==> src/pvm_pkg.sv <==
// Shared types and codes for the polyphonic sample voice mixer.
// Used by the controller, the datapath and the top level.
package pvm_pkg;

	localparam int IN_TDATA_W  = 40;
	localparam int OUT_TDATA_W = 32;
	localparam int CFG_IDX_W   = 2;
	localparam int CFG_DATA_W  = 16;

	localparam logic [1:0] ACT_LOAD    = 2'd0;
	localparam logic [1:0] ACT_TRIGGER = 2'd1;
	localparam logic [1:0] ACT_STOP    = 2'd2;
	localparam logic [1:0] ACT_TICK    = 2'd3;

	localparam logic [1:0] ST_DONE     = 2'd0;
	localparam logic [1:0] ST_UNLOADED = 2'd1;
	localparam logic [1:0] ST_NO_SLOT  = 2'd2;

	localparam logic [CFG_IDX_W-1:0] REG_FADE_LENGTH = 2'd0;
	localparam logic [CFG_IDX_W-1:0] REG_VOICE_LIMIT = 2'd1;

	localparam logic [14:0] FADE_LENGTH_RST = 15'd1764;
	localparam logic [5:0]  VOICE_LIMIT_RST = 6'd21;

	// controller -> datapath
	typedef struct packed {
		logic capture;
		logic load_wr;
		logic set_unloaded;
		logic idx_inc;
		logic idx_pick;
		logic steal_scan;
		logic steal_fade;
		logic alloc;
		logic stop_step;
		logic tick_issue;
		logic tick_mul;
		logic tick_acc;
		logic result_load;
	} cmd_t;

	// datapath -> controller
	typedef struct packed {
		logic last_slot;
		logic trig_bad;
		logic steal_needed;
		logic tick_skip;
		logic tick_fading;
		logic div_done;
	} sts_t;

endpackage

==> src/pvm_ctrl.sv <==
// Sequencer for the voice mixer: decodes the request and walks the voice slots.
// Depends on pvm_pkg.
module pvm_ctrl (
	input  logic          clk,
	input  logic          arst_n,
	input  logic          in_valid,
	output logic          in_ready,
	input  logic [1:0]    in_action,
	output logic          out_valid,
	input  logic          out_ready,
	output pvm_pkg::cmd_t cmd,
	input  pvm_pkg::sts_t sts
);
	import pvm_pkg::*;

	typedef enum logic [11:0] {
		S_IDLE  = 12'b000000000001,
		S_LOAD  = 12'b000000000010,
		S_TRIG  = 12'b000000000100,
		S_STEAL = 12'b000000001000,
		S_SFADE = 12'b000000010000,
		S_ALLOC = 12'b000000100000,
		S_STOP  = 12'b000001000000,
		S_TRD   = 12'b000010000000,
		S_TWAIT = 12'b000100000000,
		S_TDIV  = 12'b001000000000,
		S_TACC  = 12'b010000000000,
		S_DONE  = 12'b100000000000
	} state_t;

	state_t state_q, state_d;
	logic   out_valid_q;
	logic   accept;

	assign in_ready  = (state_q == S_IDLE) && (!out_valid_q || out_ready);
	assign accept    = in_valid && in_ready;
	assign out_valid = out_valid_q;

	always_comb begin
		state_d = state_q;
		cmd     = '0;
		unique case (state_q)
			S_IDLE: begin
				if (accept) begin
					cmd.capture = 1'b1;
					unique case (in_action)
						ACT_LOAD:    state_d = S_LOAD;
						ACT_TRIGGER: state_d = S_TRIG;
						ACT_STOP:    state_d = S_STOP;
						ACT_TICK:    state_d = S_TRD;
						default:     state_d = S_LOAD;
					endcase
				end
			end
			S_LOAD: begin
				cmd.load_wr = 1'b1;
				state_d     = S_DONE;
			end
			S_TRIG: begin
				if (sts.trig_bad) begin
					cmd.set_unloaded = 1'b1;
					state_d          = S_DONE;
				end else if (sts.steal_needed) begin
					state_d = S_STEAL;
				end else begin
					state_d = S_ALLOC;
				end
			end
			S_STEAL: begin
				cmd.steal_scan = 1'b1;
				if (sts.last_slot) begin
					cmd.idx_pick = 1'b1;
					state_d      = S_SFADE;
				end else begin
					cmd.idx_inc = 1'b1;
				end
			end
			S_SFADE: begin
				cmd.steal_fade = 1'b1;
				state_d        = S_ALLOC;
			end
			S_ALLOC: begin
				cmd.alloc = 1'b1;
				state_d   = S_DONE;
			end
			S_STOP: begin
				cmd.stop_step = 1'b1;
				if (sts.last_slot) begin
					state_d = S_DONE;
				end else begin
					cmd.idx_inc = 1'b1;
				end
			end
			S_TRD: begin
				cmd.tick_issue = 1'b1;
				if (!sts.tick_skip) begin
					state_d = S_TWAIT;
				end else if (sts.last_slot) begin
					state_d = S_DONE;
				end else begin
					cmd.idx_inc = 1'b1;
				end
			end
			S_TWAIT: begin
				cmd.tick_mul = 1'b1;
				state_d      = sts.tick_fading ? S_TDIV : S_TACC;
			end
			S_TDIV: begin
				if (sts.div_done) begin
					state_d = S_TACC;
				end
			end
			S_TACC: begin
				cmd.tick_acc = 1'b1;
				if (sts.last_slot) begin
					state_d = S_DONE;
				end else begin
					cmd.idx_inc = 1'b1;
					state_d     = S_TRD;
				end
			end
			S_DONE: begin
				cmd.result_load = 1'b1;
				state_d         = S_IDLE;
			end
			default: state_d = S_IDLE;
		endcase
	end

	always_ff @(posedge clk or negedge arst_n) begin
		if (!arst_n) begin
			state_q     <= S_IDLE;
			out_valid_q <= 1'b0;
		end else begin
			state_q <= state_d;
			if (cmd.result_load) begin
				out_valid_q <= 1'b1;
			end else if (out_ready) begin
				out_valid_q <= 1'b0;
			end
		end
	end
endmodule

==> config.mk <==
export PLATFORM = sky130hd
export DESIGN_NAME = pvm_ctrl
export DESIGN_NICKNAME = d
export VERILOG_FILES = /design/src/pvm_pkg.sv /design/src/pvm_ctrl.sv
export SDC_FILE = /design/constraint.sdc
export NUM_CORES = 1
export LEC_CHECK = 0
export ABC_AREA = 1
export BUFFER_PORTS_ARGS = -buffer_cell sky130_fd_sc_hd__buf_2
export CAP_MARGIN = 20
export CORE_AREA = 2 2 54 56
export CTS_CLUSTER_SIZE = 8
export DETAILED_ROUTE_END_ITERATION = 8
export DIE_AREA = 0 0 56 58
export RECOVER_POWER = 25
export SYNTH_ARGS = -nofsm -noshare
export SYNTH_HDL_FRONTEND = slang
export SYNTH_SLANG_ARGS = --single-unit
export TNS_END_PERCENT = 50
==> constraint.sdc <==
create_clock -name clk -period 4.5 [get_ports clk]
set_clock_uncertainty 0.2 [all_clocks]
set_input_delay 0.9 -clock clk [delete_from_list [all_inputs] [get_ports clk]]
set_output_delay 0.9 -clock clk [all_outputs]
set_load 0.01 [all_outputs]
==> results of run 1 <==
==> flip-flops by register name, indices dropped and copies added (netlist names) <==
signal	count
state_q	12
out_valid	1
==> metrics by stage <==
stage	instance area [µm²]	utilization, %	hold WS, ps
final	1180	44.2	437
after global routing	1180	44.2	494
after CTS	1180	44.3	302
after detailed placement	1150	43.3	436
after global placement	1150	43.3	428
after floorplan	983	-	357
==> synth_stat cells (2+ instances only) <==
master / instances / area, µm²
nand3_1: 4 / 20.0
nor3_1: 5 / 25.0
inv_2: 2 / 7.51
nor2_1: 19 / 71.3
inv_1: 27 / 101
nor2_4: 3 / 33.8
dfrtp_1: 12 / 300
o21ai_0: 2 / 10.0
nand2_4: 5 / 56.3
nor2_2: 10 / 62.6
a21oi_2: 2 / 17.5
nand2_1: 31 / 116
nand2_2: 5 / 31.3
==> routing by layer <==
layer	up-vias	track usage (%)
li1	484	-
met1	410	17.3
met2	18	24.0
met3	2	2.46
met4	0	5.10
met5	-	0
==> logic make-up (layout without fill, tap and decap cells) <==
| group | count (synthesis) | in the layout | share of synthesized area (%) |
|---|---|---|---|
| compound gates | 10 | 10 | 6.87 |
| buf+inv | 29 | 59 | 11.1 |
| simple gates | 88 | 88 | 48.9 |
| flops | 13 | 13 | 33.2 |
==> area by class of cell <==
cell class                 instances  share of cell area, %
inverter                          29                   9.25
timing repair buffer              26                   10.9
multi-input combinational         98                   46.5
clock buffer                       4                   2.23
sequential                        13                   27.7
tap                               31                   3.29
==> worst paths after layout <==
kind | from | to | slack [ps] | cells past startpoint
max | state_q[11] | cmd[9] | 1720 | 8
min | arst_n | state_q[11] | 440 | 1
max reg2reg | state_q[0] | state_q[6] | 2770 | 9
min reg2reg | state_q[3] | state_q[5] | 440 | 3
max in group asynchronous | arst_n | state_q[8] | 3220 | 1
min in group clk | state_q[3] | state_q[5] | 440 | 3
==> power by group <==
group / internal (mW) / switching, mW
Sequential: 0.143 / 0.0200
Clock: 0.0343 / 0.0390
Combinational: 0.149 / 0.265
Total: 0.326 / 0.324
==> run summary, run 1 <==
vias in the first global route: 842
die area: 0.00325 mm²
DR iter-0 viols: 8
Seq/Total Area, Yosys: 33.2%
die height: 58 µm
met3 wire length: 79 µm
f_max: 360 MHz
routability cong.: 0.798
slew margin rel.: 53.6%
DRC viols: 0
startpoint types: flip-flop
type of the most critical hold path: in -> async
Inserted Diodes: 0
Post-synth ARST share: 100%
Layout Nets: 183
path type of the worst setup path: reg -> out
die width: 56 µm
fin crit period: 2780 ps
largest net degree at the start of global routing: 14
Main synth FF type: dfrtp_1
FF+latch count, synth: 13
crit end category: output port
HPWL after DPL: 1.77 mm
RSZ-0062 raised after global routing: no
Fin. Hold Viols: 0
Final Total Pwr: 0.650 mW
cells after synthesis: 140
final period utilization: 61.7%
setup TNS: 0 ps
post-CTS setup buffers: 0
CTS Root Buffer Type: clkbuf_4
register area: 327 µm²
vias per cell: 4.55
IO Pins: 27
hold buffers post-CTS: 0
commonest non-fill, non-tap cell in the layout: nand2_1
Crit path required time: 3400 ps
PwrDens: 552 mW/mm²
area grow syn2layout: 19.7%
first-pass GRT wire length: 3.57 mm
Distinct cells, synth: 26
worst-path fanout max: 4
GRT overflow: 0
Post-synth EDFFs: 0
Synth Warn #: 0
Fillers: 294
final std cells w/o fill: 201
crit path max-delay cell type: dfrtp_1
Routed met2 length: 1.02 mm
critical path, cell by cell: nor2_4 > nand2_4 > nor2_4 > nand2_2 > inv_2 > nand2_2 > a41oi_1 > buf_2
met1 WL: 960 µm
placeable core area: 0.00266 mm²
Leak: 0.714 nW
status: finished, final reports clean
Routed Antenna Nets: 0
Num CTS Buffers: 3
clk sinks: 13
total placed cells including tap cells: 197
vias: 914
CTS tree: done
CP top delay family: simple AND/OR/NAND/NOR gates
Global Route Usage Sum: 13.8%
Cell Rows: 19
initial antenna violation count: 0
Post-Syn Area: 983 µm²
DR WL/cell: 10.3 µm
cts repair resizes: 0
most frequent cells in the layout: nand2_1, inv_1, buf_2, nor2_1, dfrtp_1
post-synth net total: 152
port buffer count: 26
share of cells above drive strength 1: 34.7%
max-cap violation count: 0
maximum clock path buffer count: 2
Multi-input gate area: 548 µm²
initial cell density of the core: 36.9%
clock-pin slew on the worst setup and hold paths: 80 ps
dpl ws: 1960 ps
final setup violation count: 0
max layer used: met4
Avg Cell Area, Syn: 7.02 µm²
Slew Limit Fails: 0
routed wire length: 2.08 mm
post-route setup slack: 1720 ps
Worst-Margin Slew: 696 ps
TritonRoute pass-1 iters: 4
CTS H-tree depth: 1
CP max stage delay: 440 ps
worst skew pair latency: 270 ps
critical path buffer and inverter count: 2
peak supply drop: 513 µV
Worst Path Arrival: 1680 ps
Note: power is estimated with default switching activity, not from simulation.
==> inputs of run 2 (changes only) <==
--- a/config.mk
+++ b/config.mk
@@ -5,13 +5,13 @@
 export SDC_FILE = /design/constraint.sdc
 export NUM_CORES = 1
 export LEC_CHECK = 0
-export ABC_AREA = 1
+export ABC_AREA = 0
 export BUFFER_PORTS_ARGS = -buffer_cell sky130_fd_sc_hd__buf_2
 export CAP_MARGIN = 20
-export CORE_AREA = 2 2 54 56
+export CORE_AREA = 2 2 53 55
 export CTS_CLUSTER_SIZE = 8
 export DETAILED_ROUTE_END_ITERATION = 8
-export DIE_AREA = 0 0 56 58
+export DIE_AREA = 0 0 55 57
 export RECOVER_POWER = 25
 export SYNTH_ARGS = -nofsm -noshare
 export SYNTH_HDL_FRONTEND = slang
==> constraint.sdc (replaced) <==
create_clock -name clk -period 2.5 [get_ports clk]
set_clock_uncertainty 0.2 [all_clocks]
set_input_delay 0.5 -clock clk [delete_from_list [all_inputs] [get_ports clk]]
set_output_delay 0.5 -clock clk [all_outputs]
set_load 0.01 [all_outputs]
==> run 2 against run 1 <==
  * The run now ends with negative setup slack left
  * Final cell count is 5.5% lower
  * Sequential share of layout area down 4.0 points
  * Via count rose by 20%
  * Hold slack got worse by 230 ps
  * Global-route usage increased by 5.1 points
  * Total power is 110% higher
  * Clock power rose by 80%
  * Clock-buffer cell count unchanged
  * Sequential power rose by 110%
  * Non-clock buffer count grew 27
  * Register-to-register slack worse by 2500 ps
  * Combinational power increased by 120%
==> run summary, run 2 <==
status: finished with violations
failing checks: negative setup slack
commonest non-fill, non-tap cell in the layout: buf_2
cells after synthesis: 109
max-cap violation count: 0
vias: 1099
Distinct cells, synth: 41
setup TNS: -33.6 ps
Routed Antenna Nets: 0
Post-synth ARST share: 100%
TritonRoute pass-1 iters: 4
crit path launch: state_q[6]
post-route cell area: 0.00142 mm²
Inserted Diodes: 0
die area: 0.00314 mm²
Post-synth EDFFs: 0
largest net degree at the start of global routing: 14
path type of the worst setup path: reg -> out
area grow syn2layout: 47.8%
die width: 55 µm
Placed Area: 0.00114 mm²
CTS tree: done
dpl ws: 161 ps
initial antenna violation count: 0
routability cong.: 0.858
fin crit period: 2530 ps
final period utilization: 101%
CTS Root Buffer Type: clkbuf_4
post-synth net total: 121
FF+latch count, synth: 13
DR iter-0 viols: 56
Crit path required time: 1800 ps
PwrDens: 973 mW/mm²
worst hold slack: 206 ps
Leak: 0.675 nW
final setup violation count: 1
RSZ-0062 raised after global routing: yes
Post-Syn Area: 957 µm²
fin util: 54.1%
Fin. Hold Viols: 0
top post-synthesis cells by area: dfrtp_1, nor4_1, nor2_1, or4b_1, or4_1
vias in the first global route: 962
placeable core area: 0.00262 mm²
IO Pins: 27
DR WL/cell: 15.7 µm
Seq/Total Area, Yosys: 34.1%
post-route setup slack: -33.6 ps
type of the most critical hold path: in -> reg
FF-to-FF Start: state_q[8]
f_max: 395 MHz
worst skew pair latency: 280 ps
hold path startpoint: in_action[0]
crit end category: output port
peak supply drop: 682 µV
Slew Limit Fails: 0
max reg flops: 12
DRC viols: 0
HPWL after DPL: 2.02 mm
Num CTS Buffers: 3
startpoint types: flip-flop
Avg Cell Area, Syn: 8.78 µm²
worst-path fanout max: 3
slew margin rel.: 51.2%
clk sinks: 13
clock-pin slew on the worst setup and hold paths: 80 ps
register name with the most flops: state_q
Worst-Margin Slew: 733 ps
initial cell density of the core: 36.6%
CTS H-tree depth: 1
maximum clock path buffer count: 2
port buffer count: 26
Post-synth top cells: dfrtp_1, nor2_1, nor4_1, inv_1, nand2_1
area leader, netlist: dfrtp_1
Synth Warn #: 0
Cell Rows: 19
Global Route Usage Sum: 19.0%
share of cells above drive strength 1: 49.7%
Worst Path Arrival: 1830 ps
Layout Nets: 172
Main synth FF type: dfrtp_1
vias per cell: 5.78
first-pass GRT wire length: 4.39 mm
die height: 57 µm
post-synth top area share: 31.4%
routed wire length: 2.99 mm
GRT overflow: 0
most frequent cells in the layout: buf_2, buf_4, nor2_1, inv_1, dfrtp_2
run 2: changes by cell type after synthesis, sizes merged, moves of 3 or more:
cell	change
nand2	-35
inv	-22
nor2	-21
nor4	+9
clkbuf	+4
nand3	-4
or4	+4
or4b	+4
buf	+3
nand2b	+3
nor2b	+3
nor4b	+3
xor2	+3
run 2: cells by family (layout without fill, tap and decap cells):
kind of cell	Yosys count	count (layout)	synth area share, %
simple gates	61	61	42.7
compound gates	17	17	12.9
flops	13	13	34.1
buf+inv	14	64	6.54
xor+xnor	4	4	3.66
run 2: power by group:
part / leakage [nW] / switching, mW / internal, mW
sequential: 0.165 / 0.0735 / 0.265
combinational: 0.495 / 0.446 / 0.460
clock: 0.0150 / 0.0703 / 0.0620
total: 0.675 / 0.590 / 0.787
run 2: layout make-up:
cell class | instances | area, µm²
fillers | 251 | 1200
well taps | 31 | 38.8
inverters | 7 | 26.3
clock buffers | 4 | 26.3
multi-input cells | 82 | 647
flip-flops and latches | 13 | 335
repair buffers | 53 | 342
run 2: critical path, stage by stage, from the launching register on:
cell and delay [ps]:
dfrtp_2 430, or4_4 580, nor3_4 190, and4_1 220, buf_2 140
run 2: per-layer routing:
metal / vias up / GRT usage, % / wire length [µm]
met3: 7 / 2.36 / 200
met5: - / 0 / 0
met4: 0 / 6.27 / 46
met2: 47 / 30.4 / 1510
li1: 515 / - / -
met1: 530 / 26.1 / 1240
run 2: path summary, 6_finish.rpt:
| kind | endpoint | slack, ps | cells after the start |
|---|---|---|---|
| min reg2reg | out_valid | 340 | 2 |
| min | state_q[1] | 210 | 2 |
| max in group asynchronous | state_q[7] | 1000 | 2 |
| max | cmd[10] | -30 | 4 |
| min in group asynchronous | state_q[9] | 590 | 2 |
| max reg2reg | state_q[10] | 290 | 6 |
run 2: through the flow:
stage / power, mW / cells
after detailed placement: 0.967 / 166
after floorplan: 0.764 / 109
after global routing: 1.48 / 190
after global placement: 0.961 / 166
final: 1.38 / 190
after CTS: 1.15 / 172
run 2: timing repair:
| action | in CTS | in global routing |
|---|---|---|
| cloned | 0 | 0 |
| setup endpoints to repair | 9 | 12 |
| setup buffers | 1 | 18 |
| hold buffers | 1 | 0 |
| hold endpoints to repair | 12 | 0 |
| gates resized for setup | 6 | 18 |
| pin swaps | 2 | 13 |
